## src/rtl/sha1s_pkg.sv

```systemverilog
package sha1s_pkg;

  typedef logic [31:0] word_t;

  // Input transaction: one optional message byte and an end-of-message mark
  typedef struct packed {
    logic [7:0] message_byte;
    logic       byte_present;
    logic       final_item;
  } in_item_t;

  // Output transaction: one digest word
  typedef struct packed {
    logic [31:0] digest_word;
    logic [2:0]  word_number;
    logic        last_word;
  } out_item_t;

  // Controller states
  typedef enum logic [2:0] {
    ST_IDLE,
    ST_PAD,
    ST_ROUND,
    ST_FIN,
    ST_DONE
  } state_e;

  // Source of the byte shifted into the block register
  typedef enum logic [1:0] {
    BSEL_MSG,
    BSEL_MARK,
    BSEL_ZERO,
    BSEL_LEN
  } bsel_e;

  // Commands from controller to datapath
  typedef struct packed {
    logic       shift_en;
    bsel_e      byte_sel;
    logic [2:0] len_idx;
    logic       round_en;
    logic [1:0] stage;
    logic       fin_add;
    logic       load_out;
    logic       restart;
  } cmd_t;

  // Status from datapath to controller
  typedef struct packed {
    logic out_busy;
  } sts_t;

  localparam logic [5:0] FILL_LAST  = 6'd63;
  localparam logic [5:0] LEN_OFFSET = 6'd56;
  localparam logic [6:0] ROUND_LAST = 7'd79;
  localparam logic [2:0] WORD_LAST  = 3'd4;
  localparam logic [7:0] PAD_MARK   = 8'h80;

  localparam word_t SHA1_IV [5] = '{
    32'h67452301, 32'hEFCDAB89, 32'h98BADCFE, 32'h10325476, 32'hC3D2E1F0
  };

  localparam word_t SHA1_K [4] = '{
    32'h5A827999, 32'h6ED9EBA1, 32'h8F1BBCDC, 32'hCA62C1D6
  };

endpackage

```

## src/rtl/sha1s_ctrl.sv

```systemverilog
module sha1s_ctrl import sha1s_pkg::*; (
  input  logic     clk_i,
  input  logic     rst_ni,
  input  logic     in_valid_i,
  input  logic     byte_present_i,
  input  logic     final_item_i,
  output logic     in_stall_o,
  input  sts_t     sts_i,
  output cmd_t     cmd_o
);

  state_e     state_q, state_d;
  logic [5:0] fill_q, fill_d;
  logic [6:0] rnd_q, rnd_d;
  logic       pad_q, pad_d;
  logic       mark_q, mark_d;
  logic       lenblk_q, lenblk_d;
  logic       acc;

  assign acc = in_valid_i && !in_stall_o;

  // Next state
  always_comb begin
    state_d = state_q;
    case (state_q)
      ST_IDLE: begin
        if (acc) begin
          if (byte_present_i && fill_q == FILL_LAST) begin
            state_d = ST_ROUND;
          end else if (final_item_i) begin
            state_d = ST_PAD;
          end
        end
      end
      ST_PAD: begin
        if (fill_q == FILL_LAST) state_d = ST_ROUND;
      end
      ST_ROUND: begin
        if (rnd_q == ROUND_LAST) state_d = ST_FIN;
      end
      ST_FIN: begin
        if (!pad_q) begin
          state_d = ST_IDLE;
        end else if (lenblk_q) begin
          state_d = ST_DONE;
        end else begin
          state_d = ST_PAD;
        end
      end
      ST_DONE: begin
        if (!sts_i.out_busy) state_d = ST_IDLE;
      end
      default: state_d = ST_IDLE;
    endcase
  end

  // Outputs
  always_comb begin
    cmd_o      = '0;
    in_stall_o = 1'b1;
    case (state_q)
      ST_IDLE: begin
        in_stall_o = 1'b0;
        if (in_valid_i && byte_present_i) begin
          cmd_o.shift_en = 1'b1;
          cmd_o.byte_sel = BSEL_MSG;
        end
      end
      ST_PAD: begin
        cmd_o.shift_en = 1'b1;
        cmd_o.len_idx  = fill_q[2:0];
        if (!mark_q) begin
          cmd_o.byte_sel = BSEL_MARK;
        end else if (lenblk_q && fill_q >= LEN_OFFSET) begin
          cmd_o.byte_sel = BSEL_LEN;
        end else begin
          cmd_o.byte_sel = BSEL_ZERO;
        end
      end
      ST_ROUND: begin
        cmd_o.round_en = 1'b1;
        if (rnd_q < 7'd20) begin
          cmd_o.stage = 2'd0;
        end else if (rnd_q < 7'd40) begin
          cmd_o.stage = 2'd1;
        end else if (rnd_q < 7'd60) begin
          cmd_o.stage = 2'd2;
        end else begin
          cmd_o.stage = 2'd3;
        end
      end
      ST_FIN: begin
        cmd_o.fin_add = 1'b1;
      end
      ST_DONE: begin
        if (!sts_i.out_busy) begin
          cmd_o.load_out = 1'b1;
          cmd_o.restart  = 1'b1;
        end
      end
      default: ;
    endcase
  end

  // Fill, round and padding bookkeeping
  always_comb begin
    fill_d   = cmd_o.shift_en ? fill_q + 6'd1 : fill_q;
    rnd_d    = rnd_q;
    pad_d    = pad_q;
    mark_d   = mark_q;
    lenblk_d = lenblk_q;
    if (cmd_o.round_en) begin
      rnd_d = (rnd_q == ROUND_LAST) ? 7'd0 : rnd_q + 7'd1;
    end
    if (acc && final_item_i) begin
      pad_d    = 1'b1;
      mark_d   = 1'b0;
      lenblk_d = 1'b0;
    end
    // the length fits in this block only if the mark lands before the length field
    if (state_q == ST_PAD && !mark_q) begin
      mark_d   = 1'b1;
      lenblk_d = (fill_q < LEN_OFFSET);
    end
    if (state_q == ST_FIN && pad_q && !lenblk_q) lenblk_d = 1'b1;
    if (cmd_o.restart) pad_d = 1'b0;
  end

  always_ff @(posedge clk_i or negedge rst_ni) begin
    if (!rst_ni) begin
      state_q  <= ST_IDLE;
      fill_q   <= '0;
      rnd_q    <= '0;
      pad_q    <= 1'b0;
      mark_q   <= 1'b0;
      lenblk_q <= 1'b0;
    end else begin
      state_q  <= state_d;
      fill_q   <= fill_d;
      rnd_q    <= rnd_d;
      pad_q    <= pad_d;
      mark_q   <= mark_d;
      lenblk_q <= lenblk_d;
    end
  end

endmodule

```

## src/rtl/sha1s_dp.sv

```systemverilog
module sha1s_dp import sha1s_pkg::*; (
  input  logic       clk_i,
  input  logic       rst_ni,
  input  logic [7:0] message_byte_i,
  input  cmd_t       cmd_i,
  output sts_t       sts_o,
  input  logic       out_stall_i,
  output logic       out_valid_o,
  output out_item_t  out_item_o
);

  // Block register: 64 bytes, later the rolling 16-word schedule; W[0] in the top word
  logic [511:0] blk_q, blk_d;
  word_t        chain_q [5];
  word_t        chain_d [5];
  word_t        work_q [5];
  word_t        work_d [5];
  word_t        dig_q [5];
  word_t        dig_d [5];
  logic [63:0]  bitcnt_q, bitcnt_d;
  logic [2:0]   ocnt_q, ocnt_d;
  logic         ovld_q, ovld_d;

  logic [7:0]   byte_in;
  logic [63:0]  len_sh;
  word_t        w_cur, w_mix, w_new, f_val, t_val;
  logic         out_acc;

  // Byte source selection
  assign len_sh = bitcnt_q >> {~cmd_i.len_idx, 3'b000};
  always_comb begin
    case (cmd_i.byte_sel)
      BSEL_MSG:  byte_in = message_byte_i;
      BSEL_MARK: byte_in = PAD_MARK;
      BSEL_LEN:  byte_in = len_sh[7:0];
      default:   byte_in = 8'h00;
    endcase
  end

  // Schedule expansion and round function
  assign w_cur = blk_q[511:480];
  assign w_mix = blk_q[95:64] ^ blk_q[255:224] ^ blk_q[447:416] ^ blk_q[511:480];
  assign w_new = {w_mix[30:0], w_mix[31]};

  always_comb begin
    case (cmd_i.stage)
      2'd0:    f_val = (work_q[1] & work_q[2]) | (~work_q[1] & work_q[3]);
      2'd2:    f_val = (work_q[1] & work_q[2]) | (work_q[1] & work_q[3])
                     | (work_q[2] & work_q[3]);
      default: f_val = work_q[1] ^ work_q[2] ^ work_q[3];
    endcase
  end

  assign t_val = {work_q[0][26:0], work_q[0][31:27]} + f_val + work_q[4]
               + SHA1_K[cmd_i.stage] + w_cur;

  // Block, chaining and working registers
  always_comb begin
    blk_d    = blk_q;
    bitcnt_d = bitcnt_q;
    chain_d  = chain_q;
    work_d   = work_q;
    if (cmd_i.shift_en) begin
      blk_d = {blk_q[503:0], byte_in};
      if (cmd_i.byte_sel == BSEL_MSG) bitcnt_d = bitcnt_q + 64'd8;
    end
    if (cmd_i.round_en) begin
      blk_d     = {blk_q[479:0], w_new};
      work_d[0] = t_val;
      work_d[1] = work_q[0];
      work_d[2] = {work_q[1][1:0], work_q[1][31:2]};
      work_d[3] = work_q[2];
      work_d[4] = work_q[3];
    end
    if (cmd_i.fin_add) begin
      for (int i = 0; i < 5; i++) begin
        chain_d[i] = chain_q[i] + work_q[i];
        work_d[i]  = chain_q[i] + work_q[i];
      end
    end
    if (cmd_i.restart) begin
      chain_d  = SHA1_IV;
      work_d   = SHA1_IV;
      bitcnt_d = '0;
    end
  end

  // Digest output buffer
  assign out_acc = ovld_q && !out_stall_i;
  always_comb begin
    dig_d  = dig_q;
    ocnt_d = ocnt_q;
    ovld_d = ovld_q;
    if (cmd_i.load_out) begin
      dig_d  = chain_q;
      ocnt_d = '0;
      ovld_d = 1'b1;
    end else if (out_acc) begin
      for (int i = 0; i < 4; i++) dig_d[i] = dig_q[i+1];
      if (ocnt_q == WORD_LAST) begin
        ocnt_d = '0;
        ovld_d = 1'b0;
      end else begin
        ocnt_d = ocnt_q + 3'd1;
      end
    end
  end

  always_ff @(posedge clk_i) begin
    blk_q <= blk_d;
    dig_q <= dig_d;
  end

  always_ff @(posedge clk_i or negedge rst_ni) begin
    if (!rst_ni) begin
      chain_q  <= SHA1_IV;
      work_q   <= SHA1_IV;
      bitcnt_q <= '0;
      ocnt_q   <= '0;
      ovld_q   <= 1'b0;
    end else begin
      chain_q  <= chain_d;
      work_q   <= work_d;
      bitcnt_q <= bitcnt_d;
      ocnt_q   <= ocnt_d;
      ovld_q   <= ovld_d;
    end
  end

  assign sts_o.out_busy         = ovld_q;
  assign out_valid_o            = ovld_q;
  assign out_item_o.digest_word = dig_q[0];
  assign out_item_o.word_number = ocnt_q;
  assign out_item_o.last_word   = (ocnt_q == WORD_LAST);

endmodule

```

## src/rtl/sha1_stream_hash.sv

```systemverilog
// SHA-1 digest of a byte stream.
// Input channel (in_valid_i / in_stall_o / in_item_i): each transaction carries an
// optional message byte and a final flag; a final transaction with no byte ends the
// message as is, so an empty message is a single such transaction.
// Output channel (out_valid_o / out_stall_i / out_item_o): five transactions per
// message, digest words 0..4, most significant first, last_word set on word 4.
// Operation: bytes are taken while in_stall_o is low. Every 64th byte starts the
// block compression, 80 rounds on one round unit at one round per cycle followed by
// the chaining add, with the input stalled meanwhile. After a final transaction the
// padding bytes are shifted in one per cycle and one or two blocks are compressed:
// one when the 0x80 mark lands on byte 55 or earlier, two when it lands on byte 56 or
// later. The digest words then follow one per cycle while out_stall_i is low.
// The digest sits in its own output buffer, so the next message streams in while the
// words are still being read; a later message that finishes before the buffer drains
// waits with in_stall_o high. A stall on the output just holds the current word.
// Reset clears the message state to the initial vector and empties the output buffer.
module sha1_stream_hash import sha1s_pkg::*; (
  input  logic      clk_i,
  input  logic      rst_ni,
  input  logic      in_valid_i,
  output logic      in_stall_o,
  input  in_item_t  in_item_i,
  output logic      out_valid_o,
  input  logic      out_stall_i,
  output out_item_t out_item_o
);

  cmd_t cmd;
  sts_t sts;

  sha1s_ctrl u_ctrl (
    .clk_i          (clk_i),
    .rst_ni         (rst_ni),
    .in_valid_i     (in_valid_i),
    .byte_present_i (in_item_i.byte_present),
    .final_item_i   (in_item_i.final_item),
    .in_stall_o     (in_stall_o),
    .sts_i          (sts),
    .cmd_o          (cmd)
  );

  sha1s_dp u_dp (
    .clk_i          (clk_i),
    .rst_ni         (rst_ni),
    .message_byte_i (in_item_i.message_byte),
    .cmd_i          (cmd),
    .sts_o          (sts),
    .out_stall_i    (out_stall_i),
    .out_valid_o    (out_valid_o),
    .out_item_o     (out_item_o)
  );

endmodule

```

## config.mk

```make
export PLATFORM = sky130hd
export DESIGN_NAME = sha1_stream_hash
export DESIGN_NICKNAME = d
export VERILOG_FILES = /design/src/rtl/sha1s_pkg.sv /design/src/rtl/sha1s_ctrl.sv /design/src/rtl/sha1s_dp.sv /design/src/rtl/sha1_stream_hash.sv
export SDC_FILE = /design/constraint.sdc
export NUM_CORES = 2
export LEC_CHECK = 0
export ABC_CLOCK_PERIOD_IN_PS = 18400
export BUFFER_PORTS_ARGS = -buffer_cell sky130_fd_sc_hd__buf_2
export CAP_MARGIN = 20
export CORE_UTILIZATION = 40
export CTS_BUF_LIST = sky130_fd_sc_hd__clkbuf_4 sky130_fd_sc_hd__clkbuf_8 sky130_fd_sc_hd__clkbuf_16
export DETAILED_ROUTE_END_ITERATION = 16
export SLEW_MARGIN = 20
export SYNTH_ARGS = -nofsm -noshare
export SYNTH_HDL_FRONTEND = slang
export SYNTH_SLANG_ARGS = --single-unit
```

## constraint.sdc

```tcl
create_clock -name clk_i -period 18.4 [get_ports clk_i]
set_clock_uncertainty 0.1 [all_clocks]
set_input_delay 0 -clock clk_i [delete_from_list [all_inputs] [get_ports clk_i]]
set_output_delay 0 -clock clk_i [all_outputs]
set_load 0.05 [all_outputs]
```

## Word level (Yosys, flattened, before mapping)

Index checks and enable logic that the tools add are counted.

| storage, ports and cells | value |
|---|---|
| bits of input ports | 14 |
| logic and storage cells | 155 |
| bits in registers | 1079 |

| operators by class | value |
|---|---|
| reduce and logical (&&, ||, !) cells | 28 |
| multiplexer cells | 52 |
| shift-type cells | 1 |
| bitwise logic cells | 15 |
| add/subtract/negate cells | 13 |
| order comparisons | 6 |
| equality and inequality tests | 15 |

Operators with widths:

| operator | number |
|---|---|
| $mux W512 | 2 |
| $mux W160 | 5 |
| $add A32 B32 Y32 | 9 |
| $mux W128 | 2 |
| $mux W64 | 3 |
| $xor A32 B32 Y32 | 5 |
| $and A32 B32 Y32 | 4 |
| $or A32 B32 Y32 | 3 |
| $add A64 B4 Y64 const B | 1 |
| $bmux W32 S2 | 1 |
| $mux W32 | 2 |
| $pmux W32 S2 | 1 |
| $shr A64 B6 Y8 | 1 |
| $mux W3 | 14 |
| $not A32 Y32 | 1 |
| $pmux W8 S3 | 1 |
| $reduce_bool A2 Y1 | 8 |
| $pmux W3 S5 | 1 |
| $lt A7 B6 Y1 const B | 2 |
| $mux W1 | 13 |
| $mux W2 | 5 |
| $logic_and A1 B1 Y1 | 9 |
| $add A7 B1 Y7 const B | 1 |
| $eq A7 B7 Y1 const B | 1 |
| other kinds (25) | 35 |

## Longest topological paths before layout

| depth | value |
|---|---|
| depth after elaboration | 14 |
| depth in mapped cells | 31 |
| gate-level depth less buffers | 26 |

## Modules after synthesis

A second synthesis with hierarchy kept.

| second synthesis, totals | value |
|---|---|
| cells, all modules | 5208 |
| area total of the unflattened synthesis | 60287.8 um^2 |

Modules (own cells, without submodules):

| module | cells each | area each (um^2) | times used | sequential area each (um^2) |
|---|---|---|---|---|
| sha1s_dp | 5093 | 59199.3 | 1 | 30013.8 |
| sha1s_ctrl | 115 | 1088.5 | 1 | 475.5 |

## Worst setup path before layout

No wires, ideal clock.

| timing path | value |
|---|---|
| path type | flip-flop to flip-flop |
| start | register u_ctrl.state_q[1] |
| end | register u_dp.blk_q[0], enable pin |
| buffers on the path | 1 |
| arrival | 12.336 ns |
| cell stages (with the launch flop) | 6 |
| setup time | 0.909 ns |
| slack | 5.055 ns |
| cells stage by stage | dfrtp_1 clkbuf_1 nor2_1 nand2_1 nor2_1 or3_1 |

| on the way | value |
|---|---|
| longest elaborated chain between the ends | 3 |
| elaborated cells on any way between the ends | 6 |

RTL lines:

| what | RTL line | source |
|---|---|---|
| start, declared | sha1s_ctrl.sv:12 | `state_e state_q, state_d;` |
| start signal, assigned | sha1s_ctrl.sv:138 | `state_q <= state_d;` |
| $eq A3 B1 Y1, or another cell as far along | sha1s_ctrl.sv:61 | `case (state_q)` |
| $pmux W3 S2 / $mux W3 (equally long branches) | sha1s_ctrl.sv:61 |  |
| $reduce_bool A2 Y1 (no source line) (*) | n/a |  |
| end signal, assigned | sha1s_dp.sv:110 | `blk_q <= blk_d;` |
| end, declared | sha1s_dp.sv:13 | `logic [511:0] blk_q, blk_d;` |

Mark *: on every way between the ends. The rest lies on a longest branch, timed or not.
A chain may end at the register's enable or synchronous reset.

## Worst setup path in the final report

| timing path | value |
|---|---|
| start | register u_ctrl.state_q[2] |
| end | register u_dp.work_q[159] (netlist name) |

| on the way | value |
|---|---|
| longest elaborated chain between the ends | 11 |
| elaborated cells on any way between the ends | 21 |

RTL lines:

| what | RTL line | source |
|---|---|---|
| $eq A3 B2 Y1 | sha1s_ctrl.sv:61 |  |
| $mux W3 | sha1s_ctrl.sv:61 |  |
| $eq A2 B2 Y1, or another cell as far along | sha1s_dp.sv:46 | `case (cmd_i.stage)` |
| $pmux W32 S2 / $bmux W32 S2 (equally long branches) | sha1s_dp.sv:46, sha1s_dp.sv:55 |  |
| $add A32 B32 Y32 / $mux W32 (equally long branches) (2 in a row) | sha1s_dp.sv:54, sha1s_dp.sv:55 |  |
| $add A32 B32 Y32 (2 in a row) | sha1s_dp.sv:55 | `+ SHA1_K[cmd_i.stage] + w_cur;` |
| $mux W160 | sha1s_dp.sv:67 | `if (cmd_i.round_en) begin` |
| $mux W160 | sha1s_dp.sv:75 | `if (cmd_i.fin_add) begin` |
| $mux W160 | sha1s_dp.sv:81 | `if (cmd_i.restart) begin` |
| end signal, assigned | sha1s_dp.sv:123 | `work_q <= work_d;` |
| end, declared | sha1s_dp.sv:16 | `word_t work_q [5];` |

Several ways; a longest one is shown, not always the timed one. The select of a mux whose other input is x is not followed.

==> summary.md <==
| Metric | Value |
|---|---|
| Status | finished, final reports clean |
| Input/output buffers | 51 |
| TNS Setup | 0 ps |
| Finished Cell Area | 66250 sq um |
| Clock buffer depth | 3 |
| Slew @ Worst Pin | 1172 ps |
| Via-to-Cell Ratio | around 5.4 |
| Core outline area | between 100000 and 150000 sq um |
| Slew margin rel. | 21.87% |
| Area Growth Syn to Fin | 10.20% |
| Maximum vdd ir drop | around 77 uV |
| Fin. max-slew vios | 0 |
| Static Leakage | 0.03000 uW |
| Worst-path fanout max | 49 |
| RSZ-0062 raised after global routing | false |
| Startpoint Class | flip-flop |
| Post-Synthesis Net Count | 6744 |
| Synth Flop Type | edfxtp_1 |
| DRT iter0 DRCs | ~4000 |
| Via count | ~45000 |
| Post-synthesis async set-or-reset flop share | 37.55% |
| Remaining DRCs | 0 |
| Final setup violation count | 0 |
| Layout cell share with drive strength beyond 1 | approximately 8.5% |
| Worst path slowest cell | nor2_2 |
| Gpl congestion | ~0.91 |
| Clock Latency Late Sink | 800 ps |
| Yosys cell types | 84 |
| Io pins | 52 |
| CP most frequent cell | inv_1 |
| Crit Path Class | reg2reg |
| Clock-pin slew on the worst setup and hold paths | 60 ps |
| Wire per inst | between 15 and 20 um |
| FMAX | 0.1130 GHz |
| Max Cap Viol | 0 |
| Post-layout min period | 8853 ps |
| Family with the most delay on the worst path | compound AO/OA/AOI/OAI gates |
| Crit path buf inv count | 6 |
| Fin crit share | 48.12% |
| Worst min-delay path class | in2async |
| Mean Syn Cell Area | 9.391 sq um |
| Final global-route overflow total | 0 |
| Area share of the largest cell type after synthesis | approximately a third |
| Final net count | 6637 |
| Layout Cells excl Fill | 8404 |
| Adder-Cell Fraction of Synth Area | between 8 and 9% |
| Synth Register Bits | 1076 |
| Yosys warns | 0 |
| Worst hold slack | 37.64 ps |
| Fill count | 14240 |
| Inst Count DP | 8160 |
| Worst EP required | 18890 ps |
| Die area | approximately 150000 sq um |
| PwrDens | slightly below 80 nW/um^2 |
| Initial Utilization | 40.52% |
| Clock sink count | between 1000 and 1500 |
| CTS Root Cell | clkbuf_16 |
| Mapped Cells | 6402 |
| Synth Area in Simple Gates | 19.56% |
| Compound-Gate Fraction of Synth Area | 11.37% |
| CTS tree | yes |
| First-pass GRT wire length | 256.9 mm |
| Critical path capture point type | flip-flop |
| Total CTS buffers | 119 |
| Main combinational cell family by area after synthesis | simple AND/OR/NAND/NOR gates |
| H-tree levels | 3 |
| Largest net degree at the start of global routing | 247 |
| Post-synthesis mux area share | 1.421% |
| Vias in the first global route | 43730 |
| DRT Pass-1 Iters | 7 |
| Arr. time, crit path | ~9300 ps |
| Register area share after synthesis | 50.71% |
| Largest cells by area after synthesis | edfxtp_1 (34%), nand2_1 (14%), dfrtp_1 (10%) |
| Final Hold Fails | 0 |
| Cell Area, Placed | 61960 sq um |
| Die X | 389.7 um |
| Cell row count | 141 |
| Final ANT Viol Nets | 0 |
| Synthesized area | between 60000 and 70000 sq um |
| Top cell type by total area after synthesis | edfxtp_1 |
| Tot GR Track Use | a little over a fifth |
| Final HPWL DP | roughly 110 mm |
| Final wirelength | 165.1 mm |
| Critical Path Max Stage Delay | 760 ps |
| Number of flops mapped to enable cells by yosys | 672 |
| Total Power | 5249 uW |
| Initial antenna violation count | 2 |
| Post-CTS resize count | 0 |
| Post-Synth XOR/XNOR Area | 4.545% |
| Die Ht | ~400 um |
==> power by group <==
part,internal (uW),switching (uW)
combinational,48.0,127
clock,1410,1060
sequential,2590,17.2
==> metal layers <==
| layer | up-vias | wire (um) | GRT usage [%] |
|---|---|---|---|
| met5 | - | 13 | 0 |
| met4 | 2 | 4511 | 6.314 |
| met3 | 263 | 8389 | 2.750 |
| met2 | 1201 | 76590 | 34.60 |
| met1 | 22280 | 75560 | 30.41 |
| li1 | 21480 | - | - |
==> final timing paths <==
| path | from | to | slack, ps | cells after the start |
|---|---|---|---|---|
| max in group asynchronous | rst_ni | u_dp.chain_q[77]$_DFFE_PN0P_ | 16450 | 4 |
| worst max-delay path | u_ctrl.state_q[2]$_DFFE_PN0P_ | u_dp.work_q[159]$_DFFE_PN0P_ | 9550 | 26 |
| worst max register to register | u_ctrl.state_q[2]$_DFFE_PN0P_ | u_dp.work_q[159]$_DFFE_PN0P_ | 9550 | 26 |
| worst min register to register | u_dp.chain_q[0]$_DFFE_PN0P_ | u_dp.dig_q[0]$_DFFE_PP_ | 330 | 0 |
| worst min-delay path | rst_ni | u_dp.chain_q[139]$_DFFE_PN0P_ | 40 | 3 |
| min in group clk_i | in_item_i[1] | u_ctrl.state_q[0]$_DFFE_PN0P_ | 110 | 4 |
==> layout make-up <==
cell class,count,area [sq um],area share (%)
diodes,1,2.502,0.003777
clock buffers,149,3294,4.973
clock inverters,78,807.0,1.218
inverters,261,987.2,1.490
multi-input cells,4723,27320,41.23
flip-flops and latches,1076,30490,46.03
well taps,2002,2505,3.781
repair buffers,114,844.6,1.275
==> stage by stage <==
step	setup WS, ps	utilization (%)
finish	9547	44.65
floorplan	5055	-
global route	9096	44.65
CTS	9601	44.64
global placement	9831	41.76
detailed placement	9675	41.76
==> cell families after synthesis <==
family,count (synthesis)
adders and majority gates,328
AOI/OAI and AO/OA,1088
buffers and inverters,603
muxes,81
and+or+nand+nor,2914
DFF,1076
xor gates and xnor gates,312
==> registers in the layout, indices dropped and copies added (netlist names) <==
signal	flops
u_ctrl.mark_q	1
u_dp.chain_q	160
u_ctrl.state_q	3
u_dp.out_valid_o	1
u_ctrl.fill_q	6
u_dp.dig_q	128
u_dp.ocnt_q	3
u_ctrl.pad_q	1
u_ctrl.lenblk_q	1
u_dp.work_q	160
u_ctrl.rnd_q	7
u_dp.bitcnt_q	61
u_dp.blk_q	512
u_dp.out_item_o	32
==> synth_stat cells (32+ instances only) <==
cell type  number
nand2_1      2262
edfxtp_1      672
a21oi_1       331
nor2_1        286
clkbuf_1      284
inv_1         259
o21ai_0       256
dfrtp_1       244
xnor2_1       206
ha_1          203
dfstp_2       160
fa_1          125
xor2_1        106
a21o_1        103
nand3_1        99
o211ai_1       61
nor3_1         53
mux2i_1        46
and3_1         39
mux2_2         35
a22oi_1        34
buf_4          32
==> timing repair <==
item / 4_1_cts / 5_1_grt
hold endpoints to repair: 248 / 0
hold buffers: 16 / 0
buffers inserted: 0 / 0
==> layout by cell type, fill, tap and decap left out, types with 106 or more instances in the layout <==
master	n
dfrtp_1	243
inv_1	259
fa_1	125
edfxtp_1	672
clkbuf_16	121
nand2_1	2258
ha_1	203
a21oi_1	331
o21ai_0	256
xor2_1	106
xnor2_1	206
nor2_1	282
dfstp_2	160
==> tightest hold or removal path: cells and delay by family <==
family                 cells  cell delay (ps)
buffers and inverters      3             1220
(Power assumes the default switching activity.)
